`config.mk`:
```
export PLATFORM = sky130hd
export DESIGN_NAME = mpe_queue
export DESIGN_NICKNAME = d
export VERILOG_FILES = /design/src/hw/rtl/mpe_pkg.sv /design/src/hw/rtl/mpe_queue.sv
export SDC_FILE = /design/constraint.sdc
export NUM_CORES = 1
export LEC_CHECK = 0
export BUFFER_PORTS_ARGS = -buffer_cell sky130_fd_sc_hd__buf_2
export CORE_ASPECT_RATIO = 1.4
export CORE_MARGIN = 2
export CORE_UTILIZATION = 56
export CTS_CLUSTER_DIAMETER = 100
export DETAILED_ROUTE_END_ITERATION = 12
export GPL_TIMING_DRIVEN = 0
export PLACE_DENSITY = 0.84
export SETUP_SLACK_MARGIN = 0.05
export SLEW_MARGIN = 20
export SYNTH_ARGS = -nofsm -noshare
export SYNTH_HDL_FRONTEND = slang
export SYNTH_SLANG_ARGS = --single-unit
```
`constraint.sdc`:
```
create_clock -name clk -period 8.7 [get_ports clk]
set_input_delay 0.435 -clock clk [delete_from_list [all_inputs] [get_ports clk]]
set_output_delay 0.435 -clock clk [all_outputs]
set_load 0.05 [all_outputs]
```
`src/hw/rtl/mpe_pkg.sv`:
```
package mpe_pkg;

  // Fixed-point format and count width
  localparam int FRAC_BITS       = 18;
  localparam int STEP_GUARD_BITS = 12;
  localparam int COUNT_BITS      = 16;

  // Field widths
  localparam int COORD_W    = 23;  // window corners and per-pixel steps
  localparam int WIDTH_W    = 8;   // image_width
  localparam int HEIGHT_W   = 7;   // image_height
  localparam int LIMIT_W    = 16;  // max_iter and the iteration counter
  localparam int PX_W       = 7;
  localparam int PY_W       = 6;
  localparam int CFG_IDX_W  = 3;
  localparam int CFG_DATA_W = COORD_W;

  // Step divider: magnitude of the span, widened by the guard bits
  localparam int DIV_W      = WIDTH_W;
  localparam int DIVIDEND_W = COORD_W + STEP_GUARD_BITS;
  localparam int DIV_CNT_W  = $clog2(DIVIDEND_W + 1);

  // Iteration datapath. c needs COORD_W + PX_W bits; z stays within c plus
  // a few units of the escape bound while the iteration runs.
  localparam int Z_W    = COORD_W + PX_W + 2;
  localparam int PROD_W = 2 * Z_W;
  localparam int SQ_W   = PROD_W - FRAC_BITS;

  localparam logic [SQ_W:0] ESCAPE_BOUND = (SQ_W + 1)'(64'd4 << FRAC_BITS);
  localparam logic [LIMIT_W-1:0] COUNT_MASK = LIMIT_W'((64'd1 << COUNT_BITS) - 64'd1);

  // Step saturation limits and rounding constant for the floor shift
  localparam logic [DIVIDEND_W:0] STEP_POS_MAX = (DIVIDEND_W + 1)'((64'd1 << (COORD_W - 1)) - 64'd1);
  localparam logic [DIVIDEND_W:0] STEP_NEG_MAG = (DIVIDEND_W + 1)'(64'd1 << (COORD_W - 1));
  localparam logic [DIVIDEND_W:0] GUARD_ONES   = (DIVIDEND_W + 1)'((64'd1 << STEP_GUARD_BITS) - 64'd1);

  // Register reset values
  localparam logic signed [COORD_W-1:0] RST_LEFT_REAL   = COORD_W'(-196608);
  localparam logic signed [COORD_W-1:0] RST_TOP_IMAG    = COORD_W'(-196608);
  localparam logic signed [COORD_W-1:0] RST_RIGHT_REAL  = COORD_W'(196608);
  localparam logic signed [COORD_W-1:0] RST_BOTTOM_IMAG = COORD_W'(196608);
  localparam logic [WIDTH_W-1:0]        RST_WIDTH       = WIDTH_W'(96);
  localparam logic [HEIGHT_W-1:0]       RST_HEIGHT      = HEIGHT_W'(64);
  localparam logic [LIMIT_W-1:0]        RST_MAX_ITER    = LIMIT_W'(255);

  // Pixel queue between front and back; depth is a power of two
  localparam int Q_PTR_W = 1;
  localparam int Q_DEPTH = 1 << Q_PTR_W;

  typedef enum logic [CFG_IDX_W-1:0] {
    REG_LEFT_REAL,
    REG_TOP_IMAG,
    REG_RIGHT_REAL,
    REG_BOTTOM_IMAG,
    REG_IMAGE_WIDTH,
    REG_IMAGE_HEIGHT,
    REG_MAX_ITER
  } cfg_reg_t;

  typedef enum logic [2:0] {
    STP_LOAD_RE,
    STP_RUN_RE,
    STP_LOAD_IM,
    STP_RUN_IM,
    STP_DONE
  } step_state_t;

  typedef enum logic [1:0] {
    IT_IDLE,
    IT_CHECK,
    IT_MUL
  } iter_state_t;

  typedef struct packed {
    logic signed [Z_W-1:0] cr;
    logic signed [Z_W-1:0] ci;
    logic [PX_W-1:0]       px;
    logic [PY_W-1:0]       py;
  } item_t;

  typedef struct packed {
    logic full;
    logic not_empty;
  } q_status_t;

  typedef struct packed {
    logic                  start;
    logic [DIVIDEND_W-1:0] dividend;
    logic [DIV_W-1:0]      divisor;
  } div_req_t;

endpackage

```
`src/hw/rtl/mpe_queue.sv`:
```
module mpe_queue
  import mpe_pkg::*;
(
  input  logic      clk,
  input  logic      rst_n,
  input  logic      push,
  input  item_t     push_item,
  input  logic      pop,
  output item_t     pop_item,
  output q_status_t q_status
);

  item_t              slot_r [Q_DEPTH];
  logic [Q_PTR_W-1:0] wr_ptr_r, rd_ptr_r;
  logic [Q_PTR_W:0]   count_r;

  always_ff @(posedge clk) begin
    if (!rst_n) begin
      wr_ptr_r <= '0;
      rd_ptr_r <= '0;
      count_r  <= '0;
    end else begin
      if (push) begin
        wr_ptr_r <= wr_ptr_r + 1'b1;
      end
      if (pop) begin
        rd_ptr_r <= rd_ptr_r + 1'b1;
      end
      count_r <= count_r + (Q_PTR_W + 1)'(push) - (Q_PTR_W + 1)'(pop);
    end
  end

  always_ff @(posedge clk) begin
    if (push) begin
      slot_r[wr_ptr_r] <= push_item;
    end
  end

  assign pop_item           = slot_r[rd_ptr_r];
  assign q_status.full      = (count_r == (Q_PTR_W + 1)'(Q_DEPTH));
  assign q_status.not_empty = (count_r != '0);

endmodule

```
==> flow_summary.toml <==
[setup_path]
crit_top_cell = "buf_6"
critPathMaxStageDelay_ns = 0.32
reg2reg_slack_ns = 7.14
cp-end-kind = "output port"
r2r_start = "wr_ptr_r$_SDFFE_PN0P_"
crit_path_cell_trace = "buf_6 -> buf_6 -> buf_8 -> mux2_4 -> buf_2"
critPathRequiredTime_ns = 8.27
reg2regPathDepth = 2
path_delay_family = "buffers and inverters"
path_depth = 5
worst_ep_arrival_time_ns = 1.73
critPathKind = "flip-flop to output port"
worst-path-buf-inv = 4
timing.rr.end = "slot_r[1][60]$_DFFE_PP_"
worst_path_max_delay_cell = "dfxtp_1"
cp_max_fo = 10
critPathLaunchType = "flip-flop"
critPathCapture = "pop_item[60]"

[grt]
grt_pass1_vias = 3276
grt_max_degree = 42
grt_pass1_wl_um = 16260
antenna_found_initial = 0
grt-ovfl-total = 0
grt_usage = 0.1921

[route]
via_count = 3040
final_antenna_net_count = 0
drtPass1Iterations = 7
drc = 0
vias_per_cell = 5.118
avgRoutedWirePerCell_um = 17.90
drtIter0Drc = 162
wl_um = 10630

[clock_tree]
numClockSinks = 159
cts_buffer_depth = 2
cts_hold_buf = 0
cts_resized = 0
cts_inserted_buffers = 17
htreeDepth = 4
insertion_delay_ns = 0.41
tritoncts = "done"
clkTransAtPathRegs_ns = 0.06
post_cts.repair.setup_buffers = 0
root_buffer = "clkbuf_16"

[cells_and_area]
drive_gt1_frac = 0.6206
syn2layout_area_growth_pct = 28.60
fin_cells = 594
num-nets-final = 526
final_area_mm2 = 0.007612
nFillCells = 674
diodes = 0

[logic_synthesis]
ys_top_cells_by_area = "edfxtp_1 78%, mux2_2 8.9%, mux2_4 7.6%, dfxtp_1 1.7%, buf_8 0.76%"
synth_edf_count = 154
syn_inst = 261
ys.flop_type = "edfxtp_1"
syn_area_mm2 = 0.005919
syn-num-nets = 344
seq_area_frac_synth = 0.7981
ys_types = 15
ys.warnings.count = 0
yosysTopAreaCell = "edfxtp_1"
synth_most_common_cell = "edfxtp_1"
yosysTopAreaCellShare = 0.7812
synthArstFlopShare = 0
synth-seq-cells = 159
syn_avg_cell_area_um2 = 22.68
yosys-top-cells-count = "154 x edfxtp_1, 47 x mux2_2, 30 x mux2_4"

[die]
die-area_mm2 = 0.01142
io_pins = 160
die_h_um = 125.7
core_mm2 = 0.01035
initial_core_util = 0.5719
rows = 44
die_w_um = 90.89

[sta]
slew-limit-headroom = 0.6226
fin_crit_sh = 0.2491
setup_viol = 0
grt_setup_unrepaired = "false"
skew_ns = 0.008503
worstMarginPinSlew_ns = 0.5649
final_max_slew_viol_count = 0
setup_tns_ns = 0
fmax_mhz = 461.5
period_minus_slack_ns = 2.167
hold_violations = 0

[power]
leakage_nw = 2.981
power-per-cell-area_mw_per_mm2 = 258.7
ir_drop_uv = 198.9

[run]
cap_violations = 0

[place]
placed_cells = 562
gp_congestion = 0.6968
place.detailed.hpwl_um = 7317
port_buffers = 159
dpl_cell_area_mm2 = 0.007000

[worst_hold_path]
min_path_type = "input pin to flip-flop"

[status]
status = "finished, final reports clean"
## cell families after synthesis
| logic type | count (synthesis) | share of synthesized area |
|---|---|---|
| buf+inv | 11 | 0.01606 |
| fa+ha+maj | 2 | 0.004227 |
| simple gates | 9 | 0.009511 |
| flops | 159 | 0.7981 |
| xor+xnor | 2 | 0.005284 |
| compound gates | 1 | 0.001269 |
| mux | 77 | 0.1655 |
## sequential cells by signal (all words and copies together) (netlist names), named ones only
signal    count
count_r       2
wr_ptr_r      1
rd_ptr_r      1
slot_r      154
## cell type report
| class | instances | area (um2) | share of cell area |
|---|---|---|---|
| clock inverters | 15 | 186.4 | 0.02449 |
| repair buffers | 163 | 898.4 | 0.1180 |
| multi-input cells | 91 | 1110 | 0.1458 |
| clock buffers | 17 | 425.4 | 0.05588 |
| inverters | 2 | 7.507 | 0.0009862 |
| flip-flops and latches | 159 | 4725 | 0.6206 |
| plain buffers | 9 | 87.58 | 0.01151 |
| well taps | 138 | 172.7 | 0.02268 |
## layer usage
layer	routed length (um)	vias up	track usage
met4	324	0	0.09269
met2	5879	114	0.3455
met5	0	-	0
li1	-	1402	-
met3	532	23	0.05742
met1	3896	1501	0.2055
## metrics by stage
step | power [mW] | setup WS (ns) | utilization | hold slack, ns
final | 1.970 | 6.533 | 0.7355 | 0.2085
after CTS | 1.987 | 6.504 | 0.7355 | 0.1927
after floorplan | 1.154 | 4.342 | - | 0.5339
after detailed placement | 1.236 | 6.850 | 0.6764 | 0.5813
after global routing | 2.029 | 6.465 | 0.7355 | 0.1855
after global placement | 1.222 | 2.494 | 0.6655 | 0.5676
## worst min-delay path by stage
stage                                startpoint  slack [ns]  depth (start not counted)                 endpoint
after floorplan                    push_item[0]        0.53                          0   slot_r[0][0]$_DFFE_PP_
after global placement    rd_ptr_r$_SDFFE_PN0P_        0.57                          2    rd_ptr_r$_SDFFE_PN0P_
after detailed placement  rd_ptr_r$_SDFFE_PN0P_        0.58                          2                flip-flop
after CTS                          push_item[0]        0.19                          1   slot_r[0][0]$_DFFE_PP_
after global routing              push_item[19]        0.19                          1  slot_r[0][19]$_DFFE_PP_
final                             push_item[19]        0.21                          1  slot_r[1][19]$_DFFE_PP_
## layout by cell type, fill, tap and decap left out, types with 2 or more instances in the layout
cell type	netlist	routed
mux2_4	30	30
clkbuf_16	0	17
and2_1	4	3
inv_6	0	3
buf_2	4	163
clkinvlp_4	0	2
bufinv_16	0	3
buf_6	2	2
buf_16	0	3
clkinv_4	0	4
edfxtp_1	154	154
inv_1	2	2
dfxtp_1	5	5
buf_8	3	3
mux2_2	47	47
nor2b_1	4	3
ha_1	2	2
## worst reg2reg max path: cells and delay by family (launching register included)
family | cells | cell delay (ns)
buf+inv | 1 | 0.32
flops | 1 | 0.38
simple gates | 1 | 0.52
## power breakdown
group / internal (mW) / switching, mW
registers: 0.885 / 0.0116
clock network: 0.456 / 0.297
logic: 0.105 / 0.215
total: 1.45 / 0.523
Power figures use the tool's default switching activity.
