## config.mk

```make
export PLATFORM = sky130hd
export DESIGN_NAME = mpe_front
export DESIGN_NICKNAME = d
export VERILOG_FILES = /design/src/hw/rtl/mpe_pkg.sv /design/src/hw/rtl/mpe_div.sv /design/src/hw/rtl/mpe_front.sv
export SDC_FILE = /design/constraint.sdc
export NUM_CORES = 1
export LEC_CHECK = 0
export BUFFER_PORTS_ARGS = -buffer_cell sky130_fd_sc_hd__buf_2
export CAP_MARGIN = 5
export CORE_ASPECT_RATIO = 0.9
export CORE_MARGIN = 8
export CORE_UTILIZATION = 25
export DETAILED_ROUTE_END_ITERATION = 12
export GPL_ROUTABILITY_DRIVEN = 0
export PLACE_DENSITY = 0.35
export SYNTH_ARGS = -nofsm -noshare
export SYNTH_HDL_FRONTEND = slang
export SYNTH_SLANG_ARGS = --single-unit
```

## constraint.sdc

```tcl
create_clock -name clk -period 10.8 [get_ports clk]
set_input_delay 1.08 -clock clk [delete_from_list [all_inputs] [get_ports clk]]
set_output_delay 1.08 -clock clk [all_outputs]
set_load 0.02 [all_outputs]
```

## src/hw/rtl/mpe_pkg.sv

```systemverilog
package mpe_pkg;

  // Fixed-point format and count width
  localparam int FRAC_BITS       = 18;
  localparam int STEP_GUARD_BITS = 12;
  localparam int COUNT_BITS      = 16;

  // Field widths
  localparam int COORD_W    = 23;  // window corners and per-pixel steps
  localparam int WIDTH_W    = 8;   // image_width
  localparam int HEIGHT_W   = 7;   // image_height
  localparam int LIMIT_W    = 16;  // max_iter and the iteration counter
  localparam int PX_W       = 7;
  localparam int PY_W       = 6;
  localparam int CFG_IDX_W  = 3;
  localparam int CFG_DATA_W = COORD_W;

  // Step divider: magnitude of the span, widened by the guard bits
  localparam int DIV_W      = WIDTH_W;
  localparam int DIVIDEND_W = COORD_W + STEP_GUARD_BITS;
  localparam int DIV_CNT_W  = $clog2(DIVIDEND_W + 1);

  // Iteration datapath. c needs COORD_W + PX_W bits; z stays within c plus
  // a few units of the escape bound while the iteration runs.
  localparam int Z_W    = COORD_W + PX_W + 2;
  localparam int PROD_W = 2 * Z_W;
  localparam int SQ_W   = PROD_W - FRAC_BITS;

  localparam logic [SQ_W:0] ESCAPE_BOUND = (SQ_W + 1)'(64'd4 << FRAC_BITS);
  localparam logic [LIMIT_W-1:0] COUNT_MASK = LIMIT_W'((64'd1 << COUNT_BITS) - 64'd1);

  // Step saturation limits and rounding constant for the floor shift
  localparam logic [DIVIDEND_W:0] STEP_POS_MAX = (DIVIDEND_W + 1)'((64'd1 << (COORD_W - 1)) - 64'd1);
  localparam logic [DIVIDEND_W:0] STEP_NEG_MAG = (DIVIDEND_W + 1)'(64'd1 << (COORD_W - 1));
  localparam logic [DIVIDEND_W:0] GUARD_ONES   = (DIVIDEND_W + 1)'((64'd1 << STEP_GUARD_BITS) - 64'd1);

  // Register reset values
  localparam logic signed [COORD_W-1:0] RST_LEFT_REAL   = COORD_W'(-196608);
  localparam logic signed [COORD_W-1:0] RST_TOP_IMAG    = COORD_W'(-196608);
  localparam logic signed [COORD_W-1:0] RST_RIGHT_REAL  = COORD_W'(196608);
  localparam logic signed [COORD_W-1:0] RST_BOTTOM_IMAG = COORD_W'(196608);
  localparam logic [WIDTH_W-1:0]        RST_WIDTH       = WIDTH_W'(96);
  localparam logic [HEIGHT_W-1:0]       RST_HEIGHT      = HEIGHT_W'(64);
  localparam logic [LIMIT_W-1:0]        RST_MAX_ITER    = LIMIT_W'(255);

  // Pixel queue between front and back; depth is a power of two
  localparam int Q_PTR_W = 1;
  localparam int Q_DEPTH = 1 << Q_PTR_W;

  typedef enum logic [CFG_IDX_W-1:0] {
    REG_LEFT_REAL,
    REG_TOP_IMAG,
    REG_RIGHT_REAL,
    REG_BOTTOM_IMAG,
    REG_IMAGE_WIDTH,
    REG_IMAGE_HEIGHT,
    REG_MAX_ITER
  } cfg_reg_t;

  typedef enum logic [2:0] {
    STP_LOAD_RE,
    STP_RUN_RE,
    STP_LOAD_IM,
    STP_RUN_IM,
    STP_DONE
  } step_state_t;

  typedef enum logic [1:0] {
    IT_IDLE,
    IT_CHECK,
    IT_MUL
  } iter_state_t;

  typedef struct packed {
    logic signed [Z_W-1:0] cr;
    logic signed [Z_W-1:0] ci;
    logic [PX_W-1:0]       px;
    logic [PY_W-1:0]       py;
  } item_t;

  typedef struct packed {
    logic full;
    logic not_empty;
  } q_status_t;

  typedef struct packed {
    logic                  start;
    logic [DIVIDEND_W-1:0] dividend;
    logic [DIV_W-1:0]      divisor;
  } div_req_t;

endpackage

```

## src/hw/rtl/mpe_div.sv

```systemverilog
module mpe_div
  import mpe_pkg::*;
(
  input  logic                  clk,
  input  logic                  rst_n,
  input  div_req_t              div_req,
  output logic [DIVIDEND_W-1:0] quotient,
  output logic                  done
);

  logic [DIVIDEND_W-1:0] quo_r, quo_nxt;
  logic [DIV_W-1:0]      rem_r, rem_nxt;
  logic [DIV_W-1:0]      div_r;
  logic [DIV_CNT_W-1:0]  cnt_r, cnt_nxt;
  logic                  run_r, run_nxt;
  logic                  done_r, done_nxt;
  logic [DIV_W:0]        trial;
  logic                  fits;

  // Restoring division, one quotient bit per cycle.
  always_comb begin
    trial    = {rem_r, quo_r[DIVIDEND_W-1]};
    fits     = trial >= {1'b0, div_r};
    quo_nxt  = quo_r;
    rem_nxt  = rem_r;
    cnt_nxt  = cnt_r;
    run_nxt  = run_r;
    done_nxt = 1'b0;
    if (div_req.start) begin
      quo_nxt = div_req.dividend;
      rem_nxt = '0;
      cnt_nxt = '0;
      run_nxt = 1'b1;
    end else if (run_r) begin
      quo_nxt = {quo_r[DIVIDEND_W-2:0], fits};
      rem_nxt = fits ? DIV_W'(trial - {1'b0, div_r}) : trial[DIV_W-1:0];
      cnt_nxt = cnt_r + 1'b1;
      if (cnt_r == DIV_CNT_W'(DIVIDEND_W - 1)) begin
        run_nxt  = 1'b0;
        done_nxt = 1'b1;
      end
    end
  end

  always_ff @(posedge clk) begin
    if (!rst_n) begin
      run_r  <= 1'b0;
      done_r <= 1'b0;
      cnt_r  <= '0;
    end else begin
      run_r  <= run_nxt;
      done_r <= done_nxt;
      cnt_r  <= cnt_nxt;
    end
  end

  always_ff @(posedge clk) begin
    quo_r <= quo_nxt;
    rem_r <= rem_nxt;
    if (div_req.start) begin
      div_r <= div_req.divisor;
    end
  end

  assign quotient = quo_r;
  assign done     = done_r;

endmodule

```

## src/hw/rtl/mpe_front.sv

```systemverilog
module mpe_front
  import mpe_pkg::*;
(
  input  logic                  clk,
  input  logic                  rst_n,
  input  logic                  cfg_we,
  input  logic [CFG_IDX_W-1:0]  cfg_index,
  input  logic [CFG_DATA_W-1:0] cfg_data,
  input  logic                  start,
  input  logic [PX_W-1:0]       pixel_x,
  input  logic [PY_W-1:0]       pixel_y,
  input  q_status_t             q_status,
  output logic                  busy,
  output logic                  push,
  output item_t                 push_item,
  output logic [LIMIT_W-1:0]    max_iter
);

  logic signed [COORD_W-1:0] left_r, top_r, right_r, bottom_r;
  logic [WIDTH_W-1:0]        width_r;
  logic [HEIGHT_W-1:0]       height_r;
  logic [LIMIT_W-1:0]        max_iter_r;

  step_state_t               st_r, st_nxt;
  logic signed [COORD_W-1:0] step_re_r, step_re_nxt;
  logic signed [COORD_W-1:0] step_im_r, step_im_nxt;

  div_req_t                  div_req;
  logic [DIVIDEND_W-1:0]     div_quot;
  logic                      div_done;

  logic                      sel_imag;
  logic signed [COORD_W-1:0] corner_a, corner_b;
  logic signed [COORD_W:0]   span;
  logic                      span_neg;
  logic [COORD_W:0]          span_abs;
  logic [DIV_W-1:0]          divisor;
  logic [DIVIDEND_W:0]       rounded;
  logic [DIVIDEND_W:0]       step_mag;
  logic signed [COORD_W-1:0] step_val;
  logic                      recalc;

  mpe_div u_div (
    .clk      (clk),
    .rst_n    (rst_n),
    .div_req  (div_req),
    .quotient (div_quot),
    .done     (div_done)
  );

  assign recalc = cfg_we && (cfg_index <= REG_MAX_ITER);

  // Configuration registers
  always_ff @(posedge clk) begin
    if (!rst_n) begin
      left_r     <= RST_LEFT_REAL;
      top_r      <= RST_TOP_IMAG;
      right_r    <= RST_RIGHT_REAL;
      bottom_r   <= RST_BOTTOM_IMAG;
      width_r    <= RST_WIDTH;
      height_r   <= RST_HEIGHT;
      max_iter_r <= RST_MAX_ITER;
    end else if (cfg_we) begin
      case (cfg_index)
        REG_LEFT_REAL:    left_r     <= cfg_data[COORD_W-1:0];
        REG_TOP_IMAG:     top_r      <= cfg_data[COORD_W-1:0];
        REG_RIGHT_REAL:   right_r    <= cfg_data[COORD_W-1:0];
        REG_BOTTOM_IMAG:  bottom_r   <= cfg_data[COORD_W-1:0];
        REG_IMAGE_WIDTH:  width_r    <= cfg_data[WIDTH_W-1:0];
        REG_IMAGE_HEIGHT: height_r   <= cfg_data[HEIGHT_W-1:0];
        REG_MAX_ITER:     max_iter_r <= cfg_data[LIMIT_W-1:0];
        default: ;
      endcase
    end
  end

  // Step operands: span magnitude goes through the divider, the sign is
  // applied afterwards together with the floor of the guard shift.
  always_comb begin
    sel_imag = (st_r == STP_LOAD_IM) || (st_r == STP_RUN_IM);
    corner_a = sel_imag ? top_r : left_r;
    corner_b = sel_imag ? bottom_r : right_r;
    span     = {corner_b[COORD_W-1], corner_b} - {corner_a[COORD_W-1], corner_a};
    span_neg = span[COORD_W];
    span_abs = span_neg ? (COORD_W + 1)'(-span) : span;
    divisor  = sel_imag ? DIV_W'(height_r) : width_r;

    div_req.start    = (st_r == STP_LOAD_RE) || (st_r == STP_LOAD_IM);
    div_req.dividend = DIVIDEND_W'(span_abs[COORD_W-1:0]) << STEP_GUARD_BITS;
    div_req.divisor  = divisor;

    rounded  = {1'b0, div_quot} + (span_neg ? GUARD_ONES : '0);
    step_mag = rounded >> STEP_GUARD_BITS;

    if (divisor == '0) begin
      step_val = '0;
    end else if (!span_neg) begin
      step_val = (step_mag > STEP_POS_MAX) ? STEP_POS_MAX[COORD_W-1:0]
                                           : step_mag[COORD_W-1:0];
    end else begin
      step_val = (step_mag > STEP_NEG_MAG) ? STEP_NEG_MAG[COORD_W-1:0]
                                           : COORD_W'(-step_mag[COORD_W-1:0]);
    end
  end

  // Step sequencer: real step, then imaginary step, on one shared divider.
  always_comb begin
    st_nxt      = st_r;
    step_re_nxt = step_re_r;
    step_im_nxt = step_im_r;
    case (st_r)
      STP_LOAD_RE: st_nxt = STP_RUN_RE;
      STP_RUN_RE: begin
        if (div_done) begin
          step_re_nxt = step_val;
          st_nxt      = STP_LOAD_IM;
        end
      end
      STP_LOAD_IM: st_nxt = STP_RUN_IM;
      STP_RUN_IM: begin
        if (div_done) begin
          step_im_nxt = step_val;
          st_nxt      = STP_DONE;
        end
      end
      STP_DONE: st_nxt = STP_DONE;
      default:  st_nxt = STP_LOAD_RE;
    endcase
    if (recalc) begin
      st_nxt = STP_LOAD_RE;
    end
  end

  always_ff @(posedge clk) begin
    if (!rst_n) begin
      st_r <= STP_LOAD_RE;
    end else begin
      st_r <= st_nxt;
    end
  end

  always_ff @(posedge clk) begin
    step_re_r <= step_re_nxt;
    step_im_r <= step_im_nxt;
  end

  // Request intake: form c and hand it to the queue.
  assign busy = (st_r != STP_DONE) || q_status.full;
  assign push = start && !busy;

  always_comb begin
    push_item.cr = Z_W'(left_r) + Z_W'(step_re_r) * Z_W'($signed({1'b0, pixel_x}));
    push_item.ci = Z_W'(top_r) + Z_W'(step_im_r) * Z_W'($signed({1'b0, pixel_y}));
    push_item.px = pixel_x;
    push_item.py = pixel_y;
  end

  assign max_iter = max_iter_r;

endmodule

```

==> flow_metrics.py <==
metrics = {
    "outcome": {
        "run_status": "finished clean",
    },
    "cells_and_area": {
        "layout-drive-gt1-share_pct": 9.351,
        "final_area_sq_mm": 0.02786,
        "n_fill_cell": 10667,
        "area_delta_synth_final_pct": 11.97,
        "regArea_sq_mm": 0.005395,
        "fin_nets": 3413,
        "multi_input_area_sq_mm": 0.01737,
    },
    "cts": {
        "cts-root-buf": "clkbuf_16",
        "h-tree-depth": 1,
        "post_cts_buffers": 0,
        "clock_latency_ns": 0.57,
        "ctsHoldBuffers": 0,
        "clock_sinks": 231,
        "clk_path_buf_depth": 3,
        "cts_resized": 0,
        "clk_pin_slew_ns": 0.06,
        "cts_made_buffers": 29,
        "cts_tree": "built",
    },
    "worst_setup_path": {
        "worstSetupPathType": "flip-flop to flip-flop",
        "cp-end-kind": "flip-flop",
        "cp-start-kind": "flip-flop",
        "worstPathMaxFanout": 22,
        "worstPathRequired_ns": 11.06,
        "cp.arrival_ns": 8.72,
    },
    "power_and_ir_drop": {
        "p_leak_uw": 0.01235,
        "p_int_uw": 2457,
        "p_total_uw": 4337,
        "p_comb_share_pct": 53.6,
        "ir_worst_vdd_mv": 0.1220,
        "seqPwrFrac_pct": 23.5,
        "p_sw_uw": 1880,
        "p_per_area_mw_per_mm2": 155.7,
        "sw_frac_of_total_pct": 43.35,
        "p_clk_share_pct": 23.0,
    },
    "min_path": {
        "hp-class": "flip-flop to flip-flop",
    },
    "placement": {
        "dpl_cell_area_sq_mm": 0.02689,
        "io_buffer_count": 138,
        "dp_hpwl_microns": 62470,
        "pre_cts_slack_ns": 2.266,
    },
    "route": {
        "totalWireLength_microns": 76710,
        "post-route-drc-count": 0,
        "ant_nets": 0,
        "wl_per_cell_microns": 17.95,
        "first_pass_iters": 5,
        "avgViaCountPerCell": 4.438,
        "drt_iter0_markers": 828,
        "vias": 18967,
    },
    "timing": {
        "rsz0062_at_grt": "false",
        "maxSlewHeadroom_pct": 16.19,
        "whs_ns": 0.4534,
        "max_freq_mhz": 118.2,
        "setup_viol": 0,
        "post-route-period-util_pct": 78.32,
        "fin_ws_ns": 2.341,
        "clock_skew_ns": 0.01404,
        "tns_ns": 0,
        "final.min_clock_period_ns": 8.459,
        "finalHoldViolCount": 0,
        "slew_violations": 0,
        "worstMarginPinSlew_ns": 1.252,
    },
    "floorplan": {
        "die_h_microns": 315.3,
        "die_area_sq_mm": 0.1099,
        "core_sq_mm": 0.09847,
        "initial_utilization_pct": 25.27,
        "dieWidth_microns": 348.5,
        "fp-row-count": 109,
        "io_pins": 140,
    },
    "logic_synthesis": {
        "ys_ff_latch": 231,
        "avgSynthCellArea_sq_um": 8.733,
        "syn_area_sq_mm": 0.02488,
        "syn_nets": 3341,
        "synth_edf_count": 77,
        "ys_warn_count": 0,
        "ys_types": 85,
        "yosysSeqAreaShare_pct": 21.68,
        "syn_inst": 2849,
        "synth-async-reset-ratio_pct": 0,
        "synth_flop_cell": "dfxtp_1",
    },
    "grt": {
        "antenna_found_initial": 6,
        "grt_pass1_vias": 20116,
        "overflow": 0,
        "grt_max_degree": 69,
        "grtUsageTotal_pct": 13.89,
        "grtUsageMet3_pct": 1.507,
        "grt_pass1_wl_microns": 121100,
        "busiest_layer": "met2",
        "met2_usage_pct": 22.86,
        "grt.met1_usage_pct": 19.88,
    },
    "run": {
        "cap_violations": 0,
    },
}
==> flip-flops by register name (all words and copies together) (netlist names), 16 cells and up <==
signal,cells
u_div.quotient,35
bottom_r,23
left_r,23
right_r,23
step_im_r,23
step_re_r,23
top_r,23
max_iter,16
==> power by group through the flow <==
| stage | registers [uW] | clock network (uW) | logic (uW) |
|---|---|---|---|
| after CTS | 1020 | 1030 | 2380 |
| after global routing | 1020 | 1070 | 2620 |
| final | 1020 | 996 | 2320 |
| after floorplan | 999 | 0 | 1710 |
| after detailed placement | 1030 | 0 | 2360 |
| after global placement | 1030 | 0 | 2350 |
==> worst max-delay path, stage by stage, from the launching register on <==
cell       delay [ns]
dfxtp_1          0.43
nand2b_2         0.57
buf_4            0.39
mux2_2           0.38
ha_1             0.38
a21o_1           0.20
a21oi_1          0.22
and3b_1          0.25
and3_1           0.22
a21boi_4         0.07
inv_1            0.40
ha_1             0.35
a21o_1           0.16
a21o_1           0.18
a221oi_1         0.30
o221ai_1         0.25
nand2_1          0.20
o31a_1           0.54
xnor2_1          0.22
inv_1            0.12
ha_1             0.19
inv_1            0.12
a2111oi_4        0.25
nand4_2          0.29
o31ai_2          0.35
o21bai_2         0.39
a211oi_1         0.70
==> metal layers <==
layer	share of wire [%]	vias up
li1	-	9357
met5	0	-
met1	51	9314
met3	2.8	58
met2	45	238
met4	1.6	0
==> cell families (layout without fill, tap and decap cells) <==
kind of cell               count (synthesis)  count (layout)  synth area share, %
buffers and inverters                    551             643                8.604
AOI/OAI and AO/OA                        447             447                12.71
other                                      0               1                    0
and+or+nand+nor                          996             996                19.69
xor gates and xnor gates                 124             124                4.365
muxes                                     53              53                2.288
DFF                                      231             231                21.68
adders and majority gates                447             447                30.66
==> synth_stat cells (all sizes together), types with 6 or more instances <==
cell type	count	share of area (%)
o31ai	7	0.29
or2	8	0.20
o21ai	67	1.4
dfxtp	154	12
o211ai	20	0.66
o21bai	9	0.27
clkbuf	88	1.3
edfxtp	77	9.3
o21a	10	0.30
fa	271	22
nor2	128	1.9
a21boi	104	3.2
ha	176	8.9
nand2b	21	0.53
or3	12	0.30
nand3	60	1.2
mux2	31	1.4
a21o	31	0.94
nand4	14	0.38
nand2	397	6.0
xnor2	84	3.0
nand3b	6	0.18
xor2	40	1.4
a21oi	106	2.2
nor3	31	0.64
nor4	16	0.53
a211oi	24	0.84
and3	19	0.48
mux2i	22	0.89
nor2b	21	0.53
a221oi	6	0.31
inv	438	6.6
and2	243	6.1
buf	24	0.65
a311oi	10	0.48
==> path summary, 6_finish.rpt <==
| check | to | startpoint | cells after the start | slack (ns) |
|---|---|---|---|---|
| setup / recovery | step_re_r[21] | st_r[2] | 26 | 2.34 |
| hold / removal | u_div.rem_r[7] | u_div.rem_r[7] | 2 | 0.45 |
| setup reg to reg | step_re_r[21] | st_r[2] | 26 | 2.34 |
| hold reg to reg | u_div.rem_r[7] | u_div.rem_r[7] | 2 | 0.45 |
==> placed cells by master (no fill, tap or decap), types with 6 or more instances in the layout <==
cell type,n
a211oi_1,18
a211oi_2,6
a21boi_0,103
a21o_1,31
a21oi_1,104
and2_1,241
and3_1,19
buf_2,137
buf_4,15
clkbuf_1,8
clkbuf_16,30
dfxtp_1,154
edfxtp_1,77
fa_1,271
ha_1,176
inv_1,438
mux2_2,31
mux2i_1,22
nand2_1,397
nand2b_1,20
nand3_1,60
nand3b_1,6
nand4_1,13
nor2_1,126
nor2b_1,21
nor3_1,28
nor4_1,11
o211ai_1,19
o21a_1,10
o21ai_0,62
o21bai_1,8
or2_2,7
or3_1,12
xnor2_1,84
xor2_1,40
==> area by class of cell <==
class	instances	share of cell area, %
Sequential cell	231	19.37
Clock buffer	39	2.852
Inverter	439	5.915
Tap cell	1332	5.982
Antenna cell	1	0.008983
Clock inverter	12	0.6018
Timing Repair Buffer	153	2.937
Multi-Input combinational cell	2067	62.34
==> metrics by stage <==
| step | std cells | utilization [%] |
|---|---|---|
| 2_1_floorplan | 2849 | - |
| 6_report | 4274 | 28.29 |
| 5_1_grt | 4273 | 28.29 |
| 4_1_cts | 4273 | 28.29 |
| 3_3_place_gp | 4222 | 27.31 |
| 3_5_place_dp | 4222 | 27.31 |
Power figures use the tool's default switching activity.
